### src/rtl/ssr_pkg.sv
// ssr_pkg: shared types, step codes and control store for the substring replacer
// used by ssr_window and stream_substring_replace; no dependencies
package ssr_pkg;

  // step addresses of the control program
  localparam logic [2:0] PC_LOAD  = 3'd0;
  localparam logic [2:0] PC_SCAN  = 3'd1;
  localparam logic [2:0] PC_REPL  = 3'd2;
  localparam logic [2:0] PC_FLUSH = 3'd3;
  localparam logic [2:0] PC_CLOSE = 3'd4;

  // datapath operations
  localparam logic [2:0] OP_LOAD  = 3'd0;
  localparam logic [2:0] OP_SCAN  = 3'd1;
  localparam logic [2:0] OP_REPL  = 3'd2;
  localparam logic [2:0] OP_FLUSH = 3'd3;
  localparam logic [2:0] OP_CLOSE = 3'd4;

  // configuration register indexes
  localparam logic [2:0] REG_PATTERN  = 3'd0;
  localparam logic [2:0] REG_SLEN     = 3'd1;
  localparam logic [2:0] REG_REPTEXT  = 3'd2;
  localparam logic [2:0] REG_RLEN     = 3'd3;

  // one control word: operation, primary exit, secondary exit
  typedef struct packed {
    logic [2:0] op;
    logic [2:0] tgt_a;
    logic [2:0] tgt_b;
  } ucode_t;

  typedef struct packed {
    logic load;
    logic shift;
    logic clr;
  } win_ctl_t;

  typedef struct packed {
    logic full;   // window equals the whole pattern
    logic part;   // window is a proper prefix of the pattern, or empty
    logic empty;
  } win_stat_t;

  function automatic ucode_t ucode_rom(input logic [2:0] pc);
    ucode_t w;
    case (pc)
      PC_LOAD:  w = '{op: OP_LOAD,  tgt_a: PC_SCAN,  tgt_b: PC_SCAN};
      PC_SCAN:  w = '{op: OP_SCAN,  tgt_a: PC_REPL,  tgt_b: PC_FLUSH};
      PC_REPL:  w = '{op: OP_REPL,  tgt_a: PC_FLUSH, tgt_b: PC_FLUSH};
      PC_FLUSH: w = '{op: OP_FLUSH, tgt_a: PC_CLOSE, tgt_b: PC_CLOSE};
      PC_CLOSE: w = '{op: OP_CLOSE, tgt_a: PC_LOAD,  tgt_b: PC_LOAD};
      default:  w = '{op: OP_LOAD,  tgt_a: PC_LOAD,  tgt_b: PC_LOAD};
    endcase
    return w;
  endfunction

endpackage

### src/rtl/ssr_window.sv
// ssr_window: held-byte window with prefix compare against the search pattern
// depends on ssr_pkg for the control and status structs
module ssr_window import ssr_pkg::*; #(
  parameter int unsigned MAX_PATTERN = 8,
  localparam int unsigned CW = $clog2(MAX_PATTERN + 1)
) (
  input  logic          clk_i,
  input  logic          rst_ni,
  input  win_ctl_t      ctl_i,
  input  logic [7:0]    byte_i,
  input  logic [63:0]   pattern_i,
  input  logic [CW-1:0] plen_i,
  output logic [7:0]    head_o,
  output win_stat_t     stat_o
);

  localparam int unsigned IW = (MAX_PATTERN > 1) ? $clog2(MAX_PATTERN) : 1;

  logic [7:0]             win_q [MAX_PATTERN];
  logic [CW-1:0]          cnt_q, cnt_d;
  logic [MAX_PATTERN-1:0] hit;
  logic                   prefix_ok;

  always_comb begin
    for (int i = 0; i < MAX_PATTERN; i++) begin
      hit[i] = (CW'(i) >= cnt_q) || (win_q[i] == pattern_i[8*i +: 8]);
    end
    prefix_ok = &hit;
  end

  assign head_o       = win_q[0];
  assign stat_o.full  = prefix_ok && (cnt_q == plen_i);
  assign stat_o.part  = prefix_ok && (cnt_q < plen_i);
  assign stat_o.empty = (cnt_q == '0);

  always_comb begin
    cnt_d = cnt_q;
    if (ctl_i.clr) begin
      cnt_d = '0;
    end else if (ctl_i.load) begin
      cnt_d = cnt_q + CW'(1);
    end else if (ctl_i.shift) begin
      cnt_d = cnt_q - CW'(1);
    end
  end

  always_ff @(posedge clk_i or negedge rst_ni) begin
    if (!rst_ni) begin
      cnt_q <= '0;
    end else begin
      cnt_q <= cnt_d;
    end
  end

  // new byte lands behind the held ones; a shift drops the oldest
  always_ff @(posedge clk_i) begin
    if (ctl_i.load) begin
      win_q[cnt_q[IW-1:0]] <= byte_i;
    end else if (ctl_i.shift) begin
      for (int i = 0; i < MAX_PATTERN - 1; i++) begin
        win_q[i] <= win_q[i+1];
      end
    end
  end

endmodule

### src/rtl/stream_substring_replace.sv
// stream_substring_replace: top level, control store sequencer and output stage
// depends on ssr_pkg and ssr_window
//
// Streaming find-and-replace-all over bytes. Source bytes enter on the s_axis
// channel, one beat per byte, tlast marking the final byte of a text. The
// rewritten text leaves on m_axis, one byte per beat; tlast closes the beats
// caused by one input byte, tuser[1] closes the whole text and tuser[0] is low
// only on the empty end marker of a text that produced nothing at its end.
// The cfg channel (always ready) writes pattern, pattern length, replacement
// and replacement length; write it only while the block is idle. A pattern or
// pattern-length write drops any held bytes.
// One input byte is handled at a time by a five-step control program: load,
// scan, replace (only on a match, releasing the replacement), flush and
// close. Each released byte waits in a pending register until the next
// byte or the close step, so its end flags are known.
// Reset clears the held bytes and loads the register defaults. When m_axis
// stalls the program waits on the step that needs to push a beat; one
// finished beat sits in the output register meanwhile.
module stream_substring_replace import ssr_pkg::*; #(
  parameter int unsigned MAX_PATTERN     = 8,
  parameter int unsigned MAX_REPLACEMENT = 8
) (
  input  logic        clk_i,
  input  logic        rst_ni,
  input  logic        s_axis_tvalid,
  output logic        s_axis_tready,
  input  logic [7:0]  s_axis_tdata,   // text_byte
  input  logic        s_axis_tlast,   // final_byte
  output logic        m_axis_tvalid,
  input  logic        m_axis_tready,
  output logic [7:0]  m_axis_tdata,   // out_byte
  output logic        m_axis_tlast,   // run_end
  output logic [1:0]  m_axis_tuser,   // [0] byte_present, [1] text_end
  input  logic        cfg_valid_i,
  output logic        cfg_ready_o,
  input  logic [2:0]  cfg_index_i,
  input  logic [63:0] cfg_data_i
);

  localparam int unsigned CW = $clog2(MAX_PATTERN + 1);

  // configuration registers
  logic [63:0] pattern_q, reptext_q;
  logic [3:0]  slen_q, rlen_q;

  // sequencer state
  logic [2:0] pc_q, pc_d;
  logic       fin_q, fin_d;
  logic       pend_v_q, pend_v_d;
  logic [7:0] pend_b_q, pend_b_d;
  logic [3:0] ridx_q, ridx_d;

  // output register
  logic       out_v_q, out_v_d;
  logic [7:0] out_b_q, out_b_d;
  logic       out_last_q, out_last_d;
  logic       out_pres_q, out_pres_d;
  logic       out_tend_q, out_tend_d;

  ucode_t     uw;
  win_ctl_t   seq_ctl, win_ctl;
  win_stat_t  wstat;
  logic [7:0] head;
  logic [CW-1:0] plen;
  logic [3:0] rlen;
  logic       out_free, emit_ok, emit_en, cfg_wr, cfg_clr;
  logic [7:0] emit_b;

  assign cfg_ready_o = 1'b1;
  assign cfg_wr      = cfg_valid_i && cfg_ready_o;
  assign cfg_clr     = cfg_wr && ((cfg_index_i == REG_PATTERN) || (cfg_index_i == REG_SLEN));

  always_ff @(posedge clk_i or negedge rst_ni) begin
    if (!rst_ni) begin
      pattern_q <= '0;
      slen_q    <= 4'd1;
      reptext_q <= '0;
      rlen_q    <= '0;
    end else if (cfg_wr) begin
      case (cfg_index_i)
        REG_PATTERN: pattern_q <= cfg_data_i;
        REG_SLEN:    slen_q    <= cfg_data_i[3:0];
        REG_REPTEXT: reptext_q <= cfg_data_i;
        REG_RLEN:    rlen_q    <= cfg_data_i[3:0];
        default:     ;
      endcase
    end
  end

  // length clamps
  always_comb begin
    if (slen_q == '0) begin
      plen = CW'(1);
    end else if (slen_q > 4'(MAX_PATTERN)) begin
      plen = CW'(MAX_PATTERN);
    end else begin
      plen = CW'(slen_q);
    end
    rlen = (rlen_q > 4'(MAX_REPLACEMENT)) ? 4'(MAX_REPLACEMENT) : rlen_q;
  end

  assign win_ctl = '{load: seq_ctl.load, shift: seq_ctl.shift, clr: seq_ctl.clr | cfg_clr};

  ssr_window #(
    .MAX_PATTERN (MAX_PATTERN)
  ) u_window (
    .clk_i     (clk_i),
    .rst_ni    (rst_ni),
    .ctl_i     (win_ctl),
    .byte_i    (s_axis_tdata),
    .pattern_i (pattern_q),
    .plen_i    (plen),
    .head_o    (head),
    .stat_o    (wstat)
  );

  assign uw       = ucode_rom(pc_q);
  assign out_free = !out_v_q || m_axis_tready;
  // a new byte only needs the output slot when one is already pending
  assign emit_ok  = !pend_v_q || out_free;

  always_comb begin
    pc_d          = pc_q;
    fin_d         = fin_q;
    pend_v_d      = pend_v_q;
    pend_b_d      = pend_b_q;
    ridx_d        = ridx_q;
    out_v_d       = out_v_q && !m_axis_tready;
    out_b_d       = out_b_q;
    out_last_d    = out_last_q;
    out_pres_d    = out_pres_q;
    out_tend_d    = out_tend_q;
    seq_ctl       = '0;
    s_axis_tready = 1'b0;
    emit_en       = 1'b0;
    emit_b        = head;

    case (uw.op)
      OP_LOAD: begin
        s_axis_tready = 1'b1;
        if (s_axis_tvalid) begin
          seq_ctl.load = 1'b1;
          fin_d        = s_axis_tlast;
          pc_d         = uw.tgt_a;
        end
      end
      OP_SCAN: begin
        if (wstat.full) begin
          ridx_d = '0;
          pc_d   = uw.tgt_a;
        end else if (wstat.part) begin
          pc_d = uw.tgt_b;
        end else if (emit_ok) begin
          emit_en       = 1'b1;
          seq_ctl.shift = 1'b1;
        end
      end
      OP_REPL: begin
        if (ridx_q == rlen) begin
          seq_ctl.clr = 1'b1;
          pc_d        = uw.tgt_a;
        end else if (emit_ok) begin
          emit_en = 1'b1;
          emit_b  = reptext_q[{ridx_q[2:0], 3'b000} +: 8];
          ridx_d  = ridx_q + 4'd1;
        end
      end
      OP_FLUSH: begin
        if (fin_q && !wstat.empty) begin
          if (emit_ok) begin
            emit_en       = 1'b1;
            seq_ctl.shift = 1'b1;
          end
        end else begin
          pc_d = uw.tgt_a;
        end
      end
      OP_CLOSE: begin
        if (pend_v_q || fin_q) begin
          if (out_free) begin
            out_v_d    = 1'b1;
            out_b_d    = pend_v_q ? pend_b_q : 8'h00;
            out_pres_d = pend_v_q;
            out_last_d = 1'b1;
            out_tend_d = fin_q;
            pend_v_d   = 1'b0;
            pc_d       = uw.tgt_a;
          end
        end else begin
          pc_d = uw.tgt_a;
        end
      end
      default: pc_d = PC_LOAD;
    endcase

    // the previous byte is known not to be last once another one follows
    if (emit_en) begin
      if (pend_v_q) begin
        out_v_d    = 1'b1;
        out_b_d    = pend_b_q;
        out_pres_d = 1'b1;
        out_last_d = 1'b0;
        out_tend_d = 1'b0;
      end
      pend_v_d = 1'b1;
      pend_b_d = emit_b;
    end
  end

  always_ff @(posedge clk_i or negedge rst_ni) begin
    if (!rst_ni) begin
      pc_q     <= PC_LOAD;
      fin_q    <= 1'b0;
      pend_v_q <= 1'b0;
      ridx_q   <= '0;
      out_v_q  <= 1'b0;
    end else begin
      pc_q     <= pc_d;
      fin_q    <= fin_d;
      pend_v_q <= pend_v_d;
      ridx_q   <= ridx_d;
      out_v_q  <= out_v_d;
    end
  end

  always_ff @(posedge clk_i) begin
    pend_b_q   <= pend_b_d;
    out_b_q    <= out_b_d;
    out_last_q <= out_last_d;
    out_pres_q <= out_pres_d;
    out_tend_q <= out_tend_d;
  end

  assign m_axis_tvalid = out_v_q;
  assign m_axis_tdata  = out_b_q;
  assign m_axis_tlast  = out_last_q;
  assign m_axis_tuser  = {out_tend_q, out_pres_q};

endmodule

### config.mk
export PLATFORM = sky130hd
export DESIGN_NAME = stream_substring_replace
export DESIGN_NICKNAME = d
export VERILOG_FILES = /design/src/rtl/ssr_pkg.sv /design/src/rtl/ssr_window.sv /design/src/rtl/stream_substring_replace.sv
export SDC_FILE = /design/constraint.sdc
export NUM_CORES = 1
export LEC_CHECK = 0
export BUFFER_PORTS_ARGS = -buffer_cell sky130_fd_sc_hd__buf_2
export CAP_MARGIN = 20
export CORE_MARGIN = 2
export CORE_UTILIZATION = 35
export CTS_CLUSTER_SIZE = 24
export DETAILED_ROUTE_END_ITERATION = 10
export PLACE_DENSITY = 0.56
export SLEW_MARGIN = 25
export SYNTH_ARGS = -nofsm -noshare
export SYNTH_HDL_FRONTEND = slang
export SYNTH_SLANG_ARGS = --single-unit
### constraint.sdc
create_clock -name clk_i -period 8.05 [get_ports clk_i]
set_input_delay 2.0125 -clock clk_i [delete_from_list [all_inputs] [get_ports clk_i]]
set_output_delay 2.0125 -clock clk_i [all_outputs]
set_load 0.01 [all_outputs]
[After elaboration in Yosys (flattened, before gate mapping)]
Memory sizes are Yosys's and may differ from the RTL's.
Cells that the tools add are included.
Word-level totals
  register bits after elaboration: 169
  RAM bits: 64
  input port bits: 81
  output and inout port bits: 14
  logic and storage cells: 174
  memories kept: 1
Memories
  u_window.win_q: words 8, bits a word 8, rd ports 8, clocked after Yosys merged registers in 0, write ports 7, line ssr_window.sv:19  | logic [7:0] win_q [MAX_PATTERN];
Cells by class
  add/sub/neg operators: 3
  $lt $le $gt $ge: 11
  equal/unequal tests: 29
  shifts and indexed selects: 1
  multiplexer cells: 72
  bitwise logic cells: 1
  reduce and logical (&&, ||, !) cells: 41
Operators by type and width (number)
  $mux W8: 10
  $eq A8 B8 Y1: 8
  $shiftx A64 B7 Y8: 1
  $pmux W9 S5: 1
  $mux W1: 40
  $mux W4: 9
  $mux W3: 8
  $eq A3 B2 Y1 const B: 6
  $ge A3 B4 Y1 const A: 4
  $pmux W3 S5: 1
  $logic_or A1 B1 Y1: 12
  $ne A2 B2 Y1 const B: 5
  $reduce_and A2 Y1: 5
  $eq A3 B1 Y1 const B: 3
  $logic_not A3 Y1: 3
  $add A4 B1 Y4 const B: 2
  $eq A4 B4 Y1: 2
  $ge A1 B4 Y1 const A: 2
  $ge A2 B4 Y1 const A: 2
  $gt A4 B4 Y1 const B: 2
  $logic_not A4 Y1: 2
  $pmux W4 S2: 1
  $reduce_and A8 Y1: 1
  $reduce_bool A2 Y1: 4
  other kinds (16): 24

[Depth between registers and ports, before layout]
  depth in word-level cells: 13
  gate-level depth with buffers: 13

[Cells and area by module]
From an unflattened synthesis, not the netlist that was laid out.
Second synthesis, totals
  cells, all modules: 764
  area, all modules: 10674.0 sq um
By module, submodules not included
  stream_substring_replace: instances 1, cells an instance 466, area each 7010.5 sq um
  ssr_window: instances 1, cells an instance 298, area each 3663.5 sq um

[Least setup slack after synthesis]
No wires, ideal clock.
  kind: input-to-reg
  from: in cfg_index_i[2]
  to: reg pattern_q[10]
  setup time: 0.125 ns
  arrival time: 3.509 ns
  required time: 7.925 ns
  setup slack: 4.416 ns
  cell stages on the path: 4
  buffers on the path: 1
  cell sequence: nand2b_1 nor3_1 clkbuf_1 mux2_2
On the way
  longest elaborated chain between the ends: 2
RTL lines
  start: declaration: line stream_substring_replace.sv:36  | input logic [2:0] cfg_index_i,
  $logic_not A3 Y1: line stream_substring_replace.sv:80  | case (cfg_index_i)
  $reduce_and A2 Y1 (no source line)
  end signal: assignment: line stream_substring_replace.sv:81  | REG_PATTERN: pattern_q <= cfg_data_i;
  end: declaration: line stream_substring_replace.sv:43  | logic [63:0] pattern_q, reptext_q;
No other way between the ends.
A chain may end at the register's enable or synchronous reset.

==> flow_summary.yaml <==
grt:
  grtUsageMet3_pct: 2.515
  grt_use_met1_pct: 23.20
  antenna_found_initial: 0
  met2_usage_pct: 29.93
  grt_pass1_wl_um: 41460
  grt_overflow: 0
  grt.busiest_layer: "met2"
  grt_pass1_vias: 6998
  grt_usage_pct: 17.37
  grt_max_degree: 86
min_path:
  worstHoldStart: "pend_b_q[6]"
  min_to: "m_axis_tdata[6]"
  min_delay_path_depth: 1
  min_path_type: "register to register"
placement:
  port_buffers: 93
  gp_congestion: 0.8243
  hpwl_um: 19130
  place_ws_ns: 3.942
detailed_routing:
  drc: 0
  wirelength_um: 26800
  wire_per_inst_um: 20.20
  viasPerCell: 5.033
  via_count: 6679
  antenna_left: 0
  initialDrtViolationCount: 420
  drtPass1Iterations: 5
layout:
  nets: 1005
  n_antenna_cell: 0
  seqCellArea_um2: 6138
  drive_gt1_share_pct: 33.51
  multi_input_area_um2: 4111
  nFillCells: 2813
  area.growth.synth_to_final_pct: 17.76
setup_path:
  start_kind: "register"
  critPathArrivalTime_ns: 3.98
  reg2reg_slack_ns: 4.25
  required_ns: 8.23
  r2r-end: "u_window.win_q[5][4]"
  reg2reg_depth: 10
  cpPeakStageDelay_ns: 0.55
  crit_path_end_kind: "register"
  r2r-start: "u_window.cnt_q[1]"
  cp_cell_sequence: "inv_1, ha_1, inv_1, a21oi_1, a21oi_1, nor4_2, a31oi_1, o21ai_4, buf_4, nand2_1"
  crit_path_max_fanout: 75
  crit_type: "register to register"
  crit_slowest_cell: "dfrtp_1"
timing:
  slew_headroom_pct: 37.22
  fin_crit_ns: 3.800
  fin_skew_ns: 0.009629
  drv_slew: 0
  timing.fmax_ghz: 0.2632
  post-route-period-util_pct: 47.20
  setup-violations-final: 0
  setup_tns_ns: 0
  finalHoldViolCount: 0
  rsz0062_at_grt: "false"
  worst_pin_slew_ns: 0.9416
  setup_slack_ns: 4.250
floorplanning:
  start_util_pct: 35.68
  die_width_um: 178.3
  row_count: 63
  io-pin-count: 95
  core_um2: 29800
  die_h_um: 178.3
  die-area_um2: 31780
synthesis:
  yosys.area.top_type: "dfrtp_1"
  synthTopCellsByArea: "dfrtp_1 35%, edfxtp_1 20%, mux2_2 14%"
  synth-edff-count: 72
  ys_dominant_reg_cell: "dfrtp_1"
  synth_cell_type_count: 55
  synth_nets: 914
  synth_area_um2: 10630
  avgSynthCellArea_um2: 12.90
  synth_top_area_share_pct: 35.08
  seq_area_frac_synth_pct: 57.73
  synthTopCellsByCount: "149 x dfrtp_1, 136 x mux2_2, 72 x edfxtp_1, 66 x inv_1, 64 x o21ai_0"
  synthArstFlopShare_pct: 64.38
  yosysWarningCount: 0
  yosysMostFrequentCell: "dfrtp_1"
  synth-seq-cells: 233
  syn_inst: 824
power:
  p_per_area_nw_per_um2: 333.5
  ir_drop_v: 0.0001551
  p_leak_nw: 5.200
clock_tree:
  hold_buffers: 0
  clk_pin_slew_ns: 0.06
  clock_path_buffers: 3
  htreeDepth: 1
  cts_root_buf: "clkbuf_16"
  cts_tree: "built"
  cts_resized: 0
  insertion_delay_ns: 0.54
  cts_buffers: 28
  clock_sinks: 233
  post_cts_buffers: 0
status:
  status: "finished, final reports clean"
job:
  drv_cap: 0
area by class of cell:
type / instances / share of cell area [%]
Clock buffer: 34 / 6.357
Inverter: 67 / 2.009
Multi-Input combinational cell: 487 / 32.84
Clock inverter: 18 / 1.789
Tap cell: 390 / 3.898
Sequential cell: 233 / 49.04
Timing Repair Buffer: 98 / 4.068
power by group:
| part | total, W | internal, W | switching [W] |
|---|---|---|---|
| Clock | 0.00138 | 0.000863 | 0.000513 |
| Sequential | 0.00192 | 0.00163 | 0.000289 |
| Combinational | 0.000882 | 0.000421 | 0.000461 |
routing by layer:
layer / vias up / routed length, µm / part of all wire, %
li1: 3119 / - / -
met1: 3388 / 11990 / 45
met2: 141 / 13380 / 50
met3: 31 / 1011 / 3.8
met4: 0 / 425 / 1.6
met5: - / 0 / 0
how the worst max path moves through the flow:
| stage | from | to | slack [ns] | cells past startpoint |
|---|---|---|---|---|
| after global placement | m_axis_tready | u_window.win_q[5][7] | 4.00 | 6 |
| after CTS | pc_q[0] | s_axis_tready | 4.30 | 3 |
| after floorplan | cfg_index_i[2] | pattern_q[10] | 4.42 | 4 |
| final | u_window.cnt_q[1] | u_window.win_q[5][4] | 4.25 | 10 |
| after global routing | u_window.cnt_q[1] | u_window.win_q[5][4] | 4.00 | 10 |
| after detailed placement | m_axis_tready | u_window.win_q[5][4] | 3.94 | 6 |
sequential cells by signal, summed over array words and instances, names as in the netlist:
register / cells
reptext_q: 64
m_axis_tdata: 8
pattern_q: 64
u_window.win_q: 64
pend_v_q: 1
m_axis_tvalid: 1
out_tend_q: 1
pc_q: 3
u_window.cnt_q: 4
m_axis_tlast: 1
ridx_q: 4
fin_q: 1
pend_b_q: 8
out_pres_q: 1
rlen_q: 4
slen_q: 4
worst max-delay path, delay by kind of cell, from the launching register on:
family	cells	cell delay [ns]
AO/OA/AOI/OAI	4	0.82
AND/OR/NAND/NOR	2	0.87
adder cells (fa/ha/maj)	1	0.27
flip-flops	1	0.55
buffers and inverters	3	0.87
cells in the final DEF (no fill, tap or decap), types with 5 or more instances in the layout:
| cell | n |
|---|---|
| dfrtp_1 | 148 |
| xor2_1 | 33 |
| dfxtp_1 | 11 |
| o21ai_0 | 64 |
| nand4_1 | 11 |
| edfxtp_1 | 72 |
| a21o_1 | 12 |
| nand3_1 | 10 |
| mux2_2 | 136 |
| o221a_1 | 8 |
| nor4_1 | 9 |
| buf_4 | 5 |
| clkbuf_16 | 30 |
| nor2_1 | 18 |
| clkinv_2 | 7 |
| ha_1 | 9 |
| nand2_1 | 45 |
| a21oi_1 | 20 |
| mux4_2 | 16 |
| xnor2_1 | 37 |
| and2_1 | 6 |
| bufinv_16 | 5 |
| buf_2 | 92 |
| a31oi_1 | 10 |
| inv_1 | 66 |
through the flow:
step	instances	power, W	hold WS [ns]	utilization (%)	area (µm²)
6_report	1327	0.004175	0.5012	42.01	12520
5_1_grt	1327	0.004406	0.5156	42.01	12520
4_1_cts	1327	0.004215	0.5025	42.00	12510
3_5_place_dp	1275	0.002824	0.4924	38.57	11490
3_3_place_gp	1275	0.002798	0.4842	38.55	11490
2_1_floorplan	824	0.002462	0.4662	-	10630
logic make-up after synthesis:
kind of cell             Yosys count  share of synthesized area (%)
flip-flops                       233                          57.73
multiplexers                     154                          17.98
AO/OA/AOI/OAI                    132                          7.768
AND/OR/NAND/NOR                  121                          5.744
buffers and inverters            104                          3.908
XOR/XNOR                          70                          5.767
adder cells (fa/ha/maj)            9                          1.059
other                              1                        0.03528
Note: power is estimated with default switching activity, not from simulation.
